==> src/rtl/assert_macros.svh <==
// Assertion macros shared by the RTL files.
// Needs signals named clk and rst_n in the module that uses them.
`ifndef ASSERT_MACROS_SVH
`define ASSERT_MACROS_SVH

// Check a property at every rising clock edge outside reset.
`define ASSERT_CLK(label, prop, msg) \
  label: assert property (@(posedge clk) disable iff (!rst_n) (prop)) else $error(msg);

// Check that a condition never holds outside reset.
`define ASSERT_NEVER(label, cond, msg) \
  label: assert property (@(posedge clk) disable iff (!rst_n) !(cond)) else $error(msg);

`endif

==> src/rtl/tlqe_pkg.sv <==
// Types and constants of the thick line quad expander.
// No dependencies; every RTL module imports it.
package tlqe_pkg;

  localparam int Q_DEPTH    = 16;
  localparam int Q_AW       = $clog2(Q_DEPTH);
  localparam int CNT_W      = $clog2(Q_DEPTH + 1);
  localparam int SQRT_STEPS = 32;
  localparam int DIV_STEPS  = 31;
  localparam int N_VERTS    = 6;

  typedef struct packed {
    logic signed [31:0] start_x;
    logic signed [31:0] start_y;
    logic signed [31:0] end_x;
    logic signed [31:0] end_y;
    logic [30:0]        thickness;
    logic [31:0]        color_in;
  } in_item_t;

  typedef struct packed {
    logic signed [31:0] pos_x;
    logic signed [31:0] pos_y;
    logic [31:0]        color_out;
    logic               degenerate;
    logic               last_vertex;
  } out_item_t;

  // Segment context carried alongside the offset arithmetic.
  typedef struct packed {
    logic signed [31:0] sx;
    logic signed [31:0] sy;
    logic signed [31:0] ex;
    logic signed [31:0] ey;
    logic [31:0]        color;
    logic               degen;
    logic               negx;
    logic               negy;
  } ctx_t;

  typedef struct packed {
    ctx_t        ctx;
    logic [62:0] sum;
    logic [61:0] px;
    logic [61:0] py;
  } sq_t;

  typedef struct packed {
    ctx_t        ctx;
    logic [31:0] len;
    logic [61:0] px;
    logic [61:0] py;
  } rt_t;

  // Queue entry: ready for vertex emission.
  typedef struct packed {
    ctx_t               ctx;
    logic signed [31:0] mx;
    logic signed [31:0] my;
  } seg_t;

endpackage

==> src/rtl/tlqe_back.sv <==
// Back end: segment queue and six-vertex emitter with saturating sums.
// Depends on tlqe_pkg.
module tlqe_back (
  input  logic              clk,
  input  logic              rst_n,
  input  logic              seg_valid,
  input  tlqe_pkg::seg_t    seg_in,
  output logic              out_strobe,
  output tlqe_pkg::out_item_t out_item,
  output logic              seg_done
);
  import tlqe_pkg::*;

  function automatic logic signed [31:0] sat32(input logic signed [33:0] v);
    logic signed [31:0] res;
    if (v > 34'sd2147483647)       res = 32'sh7fffffff;
    else if (v < -34'sd2147483648) res = 32'sh80000000;
    else                           res = v[31:0];
    return res;
  endfunction

  seg_t             mem [Q_DEPTH];
  logic [Q_AW-1:0]  wr_ptr_r, rd_ptr_r;
  logic [CNT_W-1:0] mcnt_r;
  seg_t             rd_data_r;
  logic             rd_valid_r;
  seg_t             cur_r;
  logic             active_r;
  logic [2:0]       k_r;
  logic             out_strobe_r;
  out_item_t        out_item_r;

  logic             last, take, pop;
  logic signed [33:0] bx, by, mx, my, px, py;

  assign last = active_r && (k_r == 3'(N_VERTS - 1));
  assign take = rd_valid_r && (!active_r || last);
  assign pop  = (mcnt_r != '0) && (!rd_valid_r || take);

  always_ff @(posedge clk) begin
    if (seg_valid) mem[wr_ptr_r] <= seg_in;
    if (pop)       rd_data_r <= mem[rd_ptr_r];
  end

  always_ff @(posedge clk) begin
    if (!rst_n) begin
      wr_ptr_r     <= '0;
      rd_ptr_r     <= '0;
      mcnt_r       <= '0;
      rd_valid_r   <= 1'b0;
      active_r     <= 1'b0;
      k_r          <= '0;
      out_strobe_r <= 1'b0;
    end else begin
      if (seg_valid) wr_ptr_r <= wr_ptr_r + 1'b1;
      if (pop)       rd_ptr_r <= rd_ptr_r + 1'b1;
      mcnt_r <= mcnt_r + CNT_W'(seg_valid) - CNT_W'(pop);
      if (pop)       rd_valid_r <= 1'b1;
      else if (take) rd_valid_r <= 1'b0;
      if (take) begin
        active_r <= 1'b1;
        k_r      <= '0;
      end else if (last) begin
        active_r <= 1'b0;
      end else if (active_r) begin
        k_r <= k_r + 1'b1;
      end
      out_strobe_r <= active_r;
    end
  end

  always_ff @(posedge clk) begin
    if (take) cur_r <= rd_data_r;
  end

  always_comb begin
    mx = 34'(cur_r.mx);
    my = 34'(cur_r.my);
    case (k_r) inside
      3'd0, 3'd3: begin  // start left
        bx = 34'(cur_r.ctx.sx); by = 34'(cur_r.ctx.sy);
        px = bx - mx - my;      py = by - my + mx;
      end
      3'd2: begin        // end left
        bx = 34'(cur_r.ctx.ex); by = 34'(cur_r.ctx.ey);
        px = bx + mx - my;      py = by + my + mx;
      end
      3'd4: begin        // start right
        bx = 34'(cur_r.ctx.sx); by = 34'(cur_r.ctx.sy);
        px = bx - mx + my;      py = by - my - mx;
      end
      default: begin     // end right
        bx = 34'(cur_r.ctx.ex); by = 34'(cur_r.ctx.ey);
        px = bx + mx + my;      py = by + my - mx;
      end
    endcase
  end

  always_ff @(posedge clk) begin
    out_item_r.pos_x       <= sat32(px);
    out_item_r.pos_y       <= sat32(py);
    out_item_r.color_out   <= cur_r.ctx.color;
    out_item_r.degenerate  <= cur_r.ctx.degen;
    out_item_r.last_vertex <= last;
  end

  assign out_strobe = out_strobe_r;
  assign out_item   = out_item_r;
  assign seg_done   = last;
endmodule

==> config.mk <==
export PLATFORM = sky130hd
export DESIGN_NAME = tlqe_back
export DESIGN_NICKNAME = d
export VERILOG_FILES = /design/src/rtl/assert_macros.svh /design/src/rtl/tlqe_pkg.sv /design/src/rtl/tlqe_back.sv
export SDC_FILE = /design/constraint.sdc
export NUM_CORES = 2
export LEC_CHECK = 0
export BUFFER_PORTS_ARGS = -buffer_cell sky130_fd_sc_hd__buf_4
export CAP_MARGIN = 20
export CORE_ASPECT_RATIO = 1.75
export CORE_UTILIZATION = 55
export DETAILED_ROUTE_END_ITERATION = 10
export HOLD_SLACK_MARGIN = 0.05
export PLACE_DENSITY_LB_ADDON = 0.08
export SETUP_SLACK_MARGIN = 0.5
export SYNTH_ARGS = -nofsm -noshare
export SYNTH_HDL_FRONTEND = slang
export SYNTH_SLANG_ARGS = --single-unit
==> constraint.sdc <==
create_clock -name clk -period 14.23 [get_ports clk]
set_input_delay 2.846 -clock clk [delete_from_list [all_inputs] [get_ports clk]]
set_output_delay 2.846 -clock clk [all_outputs]
set_load 0.005 [all_outputs]
After elaboration in Yosys (flattened, before gate mapping)
Memories as Yosys holds them, arrays and structs flattened. A register that Yosys moved wholly into a read port is not among the register bits.
Cells that the tools add are included.
Widths: inputs -> output; s select.
Cells by class
  reduce and logical (&&, ||, !) cells: 14
  add/sub/neg operators: 17
  bitwise gates (word level): 2
  mux-type cells: 14
  eq/ne operators: 4
  order comparisons: 4
Operators by type and width (count)
  $mux 34: 6
  $add 33x32->34: 4
  $sub 33x32->34: 4
  $gt 34x32->1 const B: 2
  $lt 34x32->1 const B: 2
  $add 32x32->33: 2
  $sub 32x32->33: 2
  $mux 32: 2
  $add 4x1->4 const B: 2
  $eq 3x2->1 const B: 2
  $eq 3x3->1 const B: 2
  $mux 1: 6
  $add 5x1->5: 1
  $reduce_bool 5->1: 1
  $sub 5x1->5: 1
  $reduce_bool 2->1: 2
  $reduce_or 2->1: 2
  $add 3x1->3 const B: 1
  $logic_and 1x1->1: 3
  $logic_not 3->1: 1
  $logic_not 1->1: 2
  $logic_or 1x1->1: 2
  $not 1->1: 2
  $reduce_and 2->1: 1
Word-level totals
  flip-flop bits (word level): 342
  RAM bits: 3632
  input bits: 230
  memories: 1
  output and inout bits: 100
Memories
  mem: words 16, bits a word 227, read ports 1, clocked after memory_dff 1, wr ports 1, RTL line tlqe_back.sv:22  | seg_t mem [Q_DEPTH];

Depth between registers and ports, before layout
  word-level depth: 7
  mapped depth: 26
  gate-level depth less buffers: 24

Worst setup path before layout
Ideal clock, no wire load.
  path type: reg-to-reg
  from: register k_r[1]
  to: register mcnt_r[4]
  arrival: 14.515 ns
  buffers on the path: 0
  setup slack: -0.400 ns
  required time: 14.114 ns
  cell stages (with the launch flop): 15
  cells stage by stage: dfxtp_1 > inv_1 > ha_1 > a21boi_1 > a21oi_1 > ha_1 > inv_1 > ha_1 > inv_1 > fa_1 > inv_1 > a21oi_1 > nor2_1 > o21ai_0 > and3_1
On the way
  longest elaborated chain between the ends: 7
RTL lines
  start, declared: RTL line tlqe_back.sv:29  | logic [2:0] k_r;
  start signal, assigned: RTL line tlqe_back.sv:66  | k_r <= k_r + 1'b1;
  $eq 3x3->1: RTL line tlqe_back.sv:36  | assign last = active_r && (k_r == 3'(N_VERTS - 1));
  $logic_and 1x1->1: RTL line tlqe_back.sv:36
  $logic_or 1x1->1: RTL line tlqe_back.sv:37  | assign take = rd_valid_r && (!active_r || last);
  $logic_and 1x1->1: RTL line tlqe_back.sv:37
  $logic_or 1x1->1: RTL line tlqe_back.sv:38  | assign pop = (mcnt_r != '0) && (!rd_valid_r || take);
  $logic_and 1x1->1: RTL line tlqe_back.sv:38
  via pop: RTL line tlqe_back.sv:33  | logic last, take, pop;
  $sub 5x1->5: RTL line tlqe_back.sv:57  | mcnt_r <= mcnt_r + CNT_W'(seg_valid) - CNT_W'(pop);
  end signal, assigned: RTL line tlqe_back.sv:57
  end, declared: RTL line tlqe_back.sv:24  | logic [CNT_W-1:0] mcnt_r;
The timed path passes the listed nets, and every way through them passes these cells.
A chain may end at the register's enable or synchronous reset.

Final worst setup path
  from: register cur_r[1] (netlist bit)
  to: register out_item_r (netlist bit out_item[59])
On the way
  longest elaborated chain between the ends: 7
  elaborated cells between the ends (all ways): 12
  classes of those cells: add/sub: 6; order compare: 2; mux: 4
RTL lines
  start, declared: RTL line tlqe_back.sv:27  | seg_t cur_r;
  start signal, assigned: RTL line tlqe_back.sv:73  | if (take) cur_r <= rd_data_r;
  $add 32x32->33 or $sub 32x32->33 (tied branches)
  $sub 33x32->34, on equally long branches: RTL line tlqe_back.sv:94, tlqe_back.sv:90
  $mux 34 (2 in a row): RTL line tlqe_back.sv:79  | case (k_r) inside
  $mux 34 (*): RTL line tlqe_back.sv:79
  $lt 34x32->1: RTL line tlqe_back.sv:17  | else if (v < -34'sd2147483648) res = 32'sh80000000;
  $mux 32: RTL line tlqe_back.sv:17
  end, declared: RTL line tlqe_back.sv:31  | out_item_t out_item_r;
Mark *: on every way between the ends. The rest lies on a longest branch, timed or not.

==> results <==
- The global-route wire length before repair is 653000 um.
- Hold repair after CTS inserted 0 buffers.
- The final count of hold timing violations is 0.
- The root buffer cell is sky130_fd_sc_hd__clkbuf_16.
- The count of buffering cells on the critical path with inverters included is 3.
- Of the cells placed in the final design, the portion with a size suffix greater than 1 is 0.233.
- The critical path capture point type is a flip-flop.
- The number of antenna violations at the first check in global routing was 51.
- The filler cell count is 21800.
- The area added between synthesis and finish is 11.5%.
- The leading register cell type out of synthesis is sky130_fd_sc_hd__edfxtp_1.
- Adding up every negative setup slack in the final design gives 0 ns.
- The kind of start point of the critical path is a flip-flop.
- Summed over all layers, the global routing overflow is 0.
- The worst path in the final design needs a cycle of 8.13 ns, including I/O delays and setup.
- The analysis attributes to cell leakage a power of 61.8 nW.
- The number of synthesized register bits is 4167.
- The estimated wirelength of the detail-placed design is 285000 um.
- Walking the worst path, the cells encountered are inv_1 -> fa_1 -> nor2b_1 -> o31a_1 -> o311a_1 -> a211oi_1 -> or2_2 -> o31ai_1 -> a31o_2 -> a21oi_1 -> xnor2_1 -> buf_4 -> mux2_2 -> ha_1 -> inv_1 -> o21bai_1 -> a21oi_1 -> o22ai_1 -> a221oi_1 -> a21boi_0 -> nand4_1 -> or4_4 -> o21bai_4 -> o21ai_1.
- The sequential group share of total power is 0.352.
- The reg-to-reg setup timing slack is 6.10 ns.
- In this run the power density over the cells is 232 mW/mm^2.
- The instance count of the mapped netlist is 8692.
- The count of nets after finishing is 9761.
- The max-cap check violation count is 0.
- The run finished with clean final reports.
- The initialized floorplan defines 270 standard-cell rows.
- Data arrives at the worst endpoint at 8.85 ns.
- The cell family contributing the most delay on the critical path is compound AO/OA/AOI/OAI gates.
- The slowest stage of the critical path belongs to the cell sky130_fd_sc_hd__o21bai_4.
- The clock power share is 0.225.
- The core footprint is 0.309 mm^2.
- The relative max-transition margin is 0.0448.
- The max-slew violation count was 0.
- For the pin with the worst max-slew slack, the measured transition is 1.42 ns.
- The global-route usage over all layers is 0.296.
- Gates resized during post-CTS repair numbered 0.
- The clock tree synthesis step divided the H-tree into 5 levels.
- The synthesis warning total is 0.
- The net switching share of the total power is 0.376.
- Setup violations remaining at the end of the flow were counted as 0.
- The average via count per standard cell is 6.45.
- The count of flip-flops with a built-in enable after synthesis is 4050.
- For the final database, setup skew stands at 0.0920 ns.
- In this run the remaining antenna-violating nets after routing total 0.
- The achievable frequency is 123 MHz.
- The share of flip-flops with an asynchronous set or reset after synthesis is 0.
- The area share of the leading cell type in the synthesized netlist is 0.712.
- The die is 739 um tall.
- The clock net in this run drives a total of 4167 sinks.
- The switching power summed over all nets is 16.6 mW.
- Entering global routing, the biggest net connects 138 pins.
- The total nets after synthesis is 9275.
- The clock latency at the later pin of the worst-skew pair is 0.97 ns.
- The number of ports placed on the die boundary is 330.
- The clock tree from TritonCTS is yes.
- In the final routed layout, each cell accounts on average for 34.0 um.
- Of all cell types, the one taking the most synthesized area is sky130_fd_sc_hd__edfxtp_1.
- The area of the die is 0.313 mm^2.
- Along the worst path, the maximum fanout reaches 31.
- The sum of routed wire length over all layers is 461000 um.
- Ranked by total cell area, the synthesized netlist is headed by sky130_fd_sc_hd__edfxtp_1 71%, sky130_fd_sc_hd__mux4_2 14%, sky130_fd_sc_hd__ha_1 2.5%, sky130_fd_sc_hd__dfxtp_1 1.4%, sky130_fd_sc_hd__a21oi_1 1.1%.
- The classification of the worst setup path is flip-flop to flip-flop.
- The pre-antenna-repair detailed-routing pass consisted of 6 iterations.
- The horizontal die dimension is 423 um.
- The part of the cycle the worst path needs is 0.571.
- The number of global-route vias before repair is 89300.
- During placement, the flow inserted port buffers numbering 327.
- The part of the total power dissipated in combinational logic is 0.423.
- The initial core utilization is 0.553.
- Buffers inserted during clock tree synthesis total 365.
- The part of the Yosys area used for sequential elements is 0.726.
- The synthesized area per cell is 19.6 um^2.
- For this run, the share of the core covered by cells in the final layout is 0.617.
- The worst hold path belongs to the class flip-flop to flip-flop.
- The clock tree buffer depth is 4.
- The post-CTS setup repair buffer count is 0.
- At the worst endpoint, the required time is 14.95 ns.
- For this run, design rule violations remaining after detail routing come to 0.
- The register clock-pin slew on the reported worst setup and hold paths is 0.07 ns.
- The number of distinct library cell variants in the gate-level netlist after synthesis is 91.
- Setup repair after global routing left no endpoint under its margin.
- The number of DRC markers in iteration 0 is 8445.
- The final weighted congestion in routability-driven placement is 0.986.
- Summing over every cut layer, the via total after detailed routing is 87500.
- The area of the mapped netlist is 0.171 mm^2.
- The largest stage delay on the critical path is 0.76 ns.
- The internal portion of the total power is 27.5 mW.
- IR analysis of the VDD net gives a maximum drop of 0.242 mV.
-- state kept, by name, summed over array words and instances (netlist names), 3 cells and up --
| register | flops |
|---|---|
| cur_r | 225 |
| mem | 3600 |
| wr_ptr_r | 4 |
| rd_data_r | 225 |
| out_item | 98 |
| rd_ptr_r | 4 |
| k_r | 3 |
| mcnt_r | 5 |
-- synthesized netlist by cell type (all sizes together), types with 11 or more instances --
master,instances
a21o,149
mux2,27
o21bai,41
nor4,11
mux4,1096
a211o,16
clkbuf,273
nand2b,53
fa,11
o31ai,25
a221oi,16
mux2i,47
nor2b,69
xnor2,162
o21ai,261
nor2,236
nand2,318
nand3,63
a21oi,373
o211ai,36
ha,342
and2,49
nand4,38
a31oi,37
o21a,51
a21boi,17
inv,168
a211oi,90
or3,16
o22ai,18
xor2,105
edfxtp,4050
buf,93
and3,28
dfxtp,117
or2,15
nor3,47
-- layer usage --
metal / wire length, um / track usage / part of all wire / vias up
met5: 246 / 0 / 0.00053 / -
met4: 24700 / 0.135 / 0.054 / 36
met3: 28600 / 0.0421 / 0.062 / 761
met2: 232000 / 0.496 / 0.50 / 3185
met1: 176000 / 0.384 / 0.38 / 46700
li1: - / - / - / 36800
-- per-stage QoR --
stage          cells  hold slack (ns)  worst slack [ns]  power (mW)  cell area, um^2
2_1_floorplan   8692            0.323              2.83        27.9           171000
3_3_place_gp   12900            0.327              6.30        34.0           178000
3_5_place_dp   12900            0.327              6.23        34.1           178000
4_1_cts        13500            0.342              6.18        44.1           190000
5_1_grt        13600            0.344              5.92        46.0           190000
6_report       13600            0.335              6.10        44.1           190000
-- power groups by stage --
stage                     sequential [mW]  combinational (mW)  clock, mW
final                                15.5                18.7       9.90
after global routing                 15.6                20.0       10.5
after CTS                            15.5                18.5       10.1
after detailed placement             15.8                18.4          0
after global placement               15.8                18.2          0
after floorplan                      15.3                12.6          0
-- logic make-up after synthesis --
group           count (synthesis)  synth area share
xor+xnor                      267            0.0137
mux                          1170             0.149
flops                        4167             0.726
fa+ha+maj                     353            0.0263
buf+inv                       534            0.0119
simple gates                  978            0.0273
compound gates               1223            0.0458
-- cell type report --
class                           instances  area (um^2)  area share
Antenna cell                           15         37.5    0.000197
Clock inverter                        207         2120      0.0111
Timing Repair Buffer                  485         3960      0.0208
Multi-Input combinational cell       3991        44900       0.236
Inverter                              168          631     0.00331
Sequential cell                      4167       124000       0.651
Tap cell                             4080         5100      0.0268
Clock buffer                          451         9670      0.0508
-- worst register-to-register path: cells and delay by family, from the launching register on --
family,cells,cell delay [ns]
AO/OA/AOI/OAI,13,4.15
buffers and inverters,3,0.66
flip-flops,1,0.53
XOR/XNOR,1,0.14
adder cells (fa/ha/maj),2,0.88
AND/OR/NAND/NOR,4,1.26
multiplexers,1,0.31
-- final timing paths --
check                 start            to  cells after the start
setup / recovery   cur_r[1]  out_item[59]                     24
hold reg to reg   cur_r[73]   out_item[8]                      0
setup reg to reg   cur_r[1]  out_item[59]                     24
hold / removal    cur_r[73]   out_item[8]                      0
-- layout by cell type (no fill, tap or decap), types with 18 or more instances in the layout --
cell type,synthesis,routed
sky130_fd_sc_hd__o211ai_1,36,36
sky130_fd_sc_hd__mux4_2,1096,1096
sky130_fd_sc_hd__a211oi_1,90,90
sky130_fd_sc_hd__mux2_2,27,27
sky130_fd_sc_hd__and3_1,28,28
sky130_fd_sc_hd__xor2_1,105,105
sky130_fd_sc_hd__ha_1,342,342
sky130_fd_sc_hd__buf_4,4,459
sky130_fd_sc_hd__nor2b_1,69,67
sky130_fd_sc_hd__nand2b_1,53,52
sky130_fd_sc_hd__o21a_1,51,51
sky130_fd_sc_hd__o21ai_1,23,22
sky130_fd_sc_hd__o31ai_1,24,24
sky130_fd_sc_hd__clkinv_2,0,60
sky130_fd_sc_hd__clkbuf_1,273,71
sky130_fd_sc_hd__edfxtp_1,4050,4050
sky130_fd_sc_hd__and2_1,49,32
sky130_fd_sc_hd__a21o_1,149,148
sky130_fd_sc_hd__nand4_1,38,38
sky130_fd_sc_hd__clkinv_1,0,70
sky130_fd_sc_hd__nor3_1,47,46
sky130_fd_sc_hd__nand2_1,318,317
sky130_fd_sc_hd__o21ai_0,227,227
sky130_fd_sc_hd__bufinv_16,0,35
sky130_fd_sc_hd__xnor2_1,162,161
sky130_fd_sc_hd__a31oi_1,35,35
sky130_fd_sc_hd__clkbuf_16,0,371
sky130_fd_sc_hd__nand3_1,62,62
sky130_fd_sc_hd__o22ai_1,18,18
sky130_fd_sc_hd__a21oi_1,372,369
sky130_fd_sc_hd__inv_1,168,168
sky130_fd_sc_hd__nor2_1,236,236
sky130_fd_sc_hd__dfxtp_1,117,113
sky130_fd_sc_hd__mux2i_1,47,47
sky130_fd_sc_hd__buf_12,0,24
sky130_fd_sc_hd__o21bai_1,40,40
No activity file was read; power rests on OpenSTA's default activity.
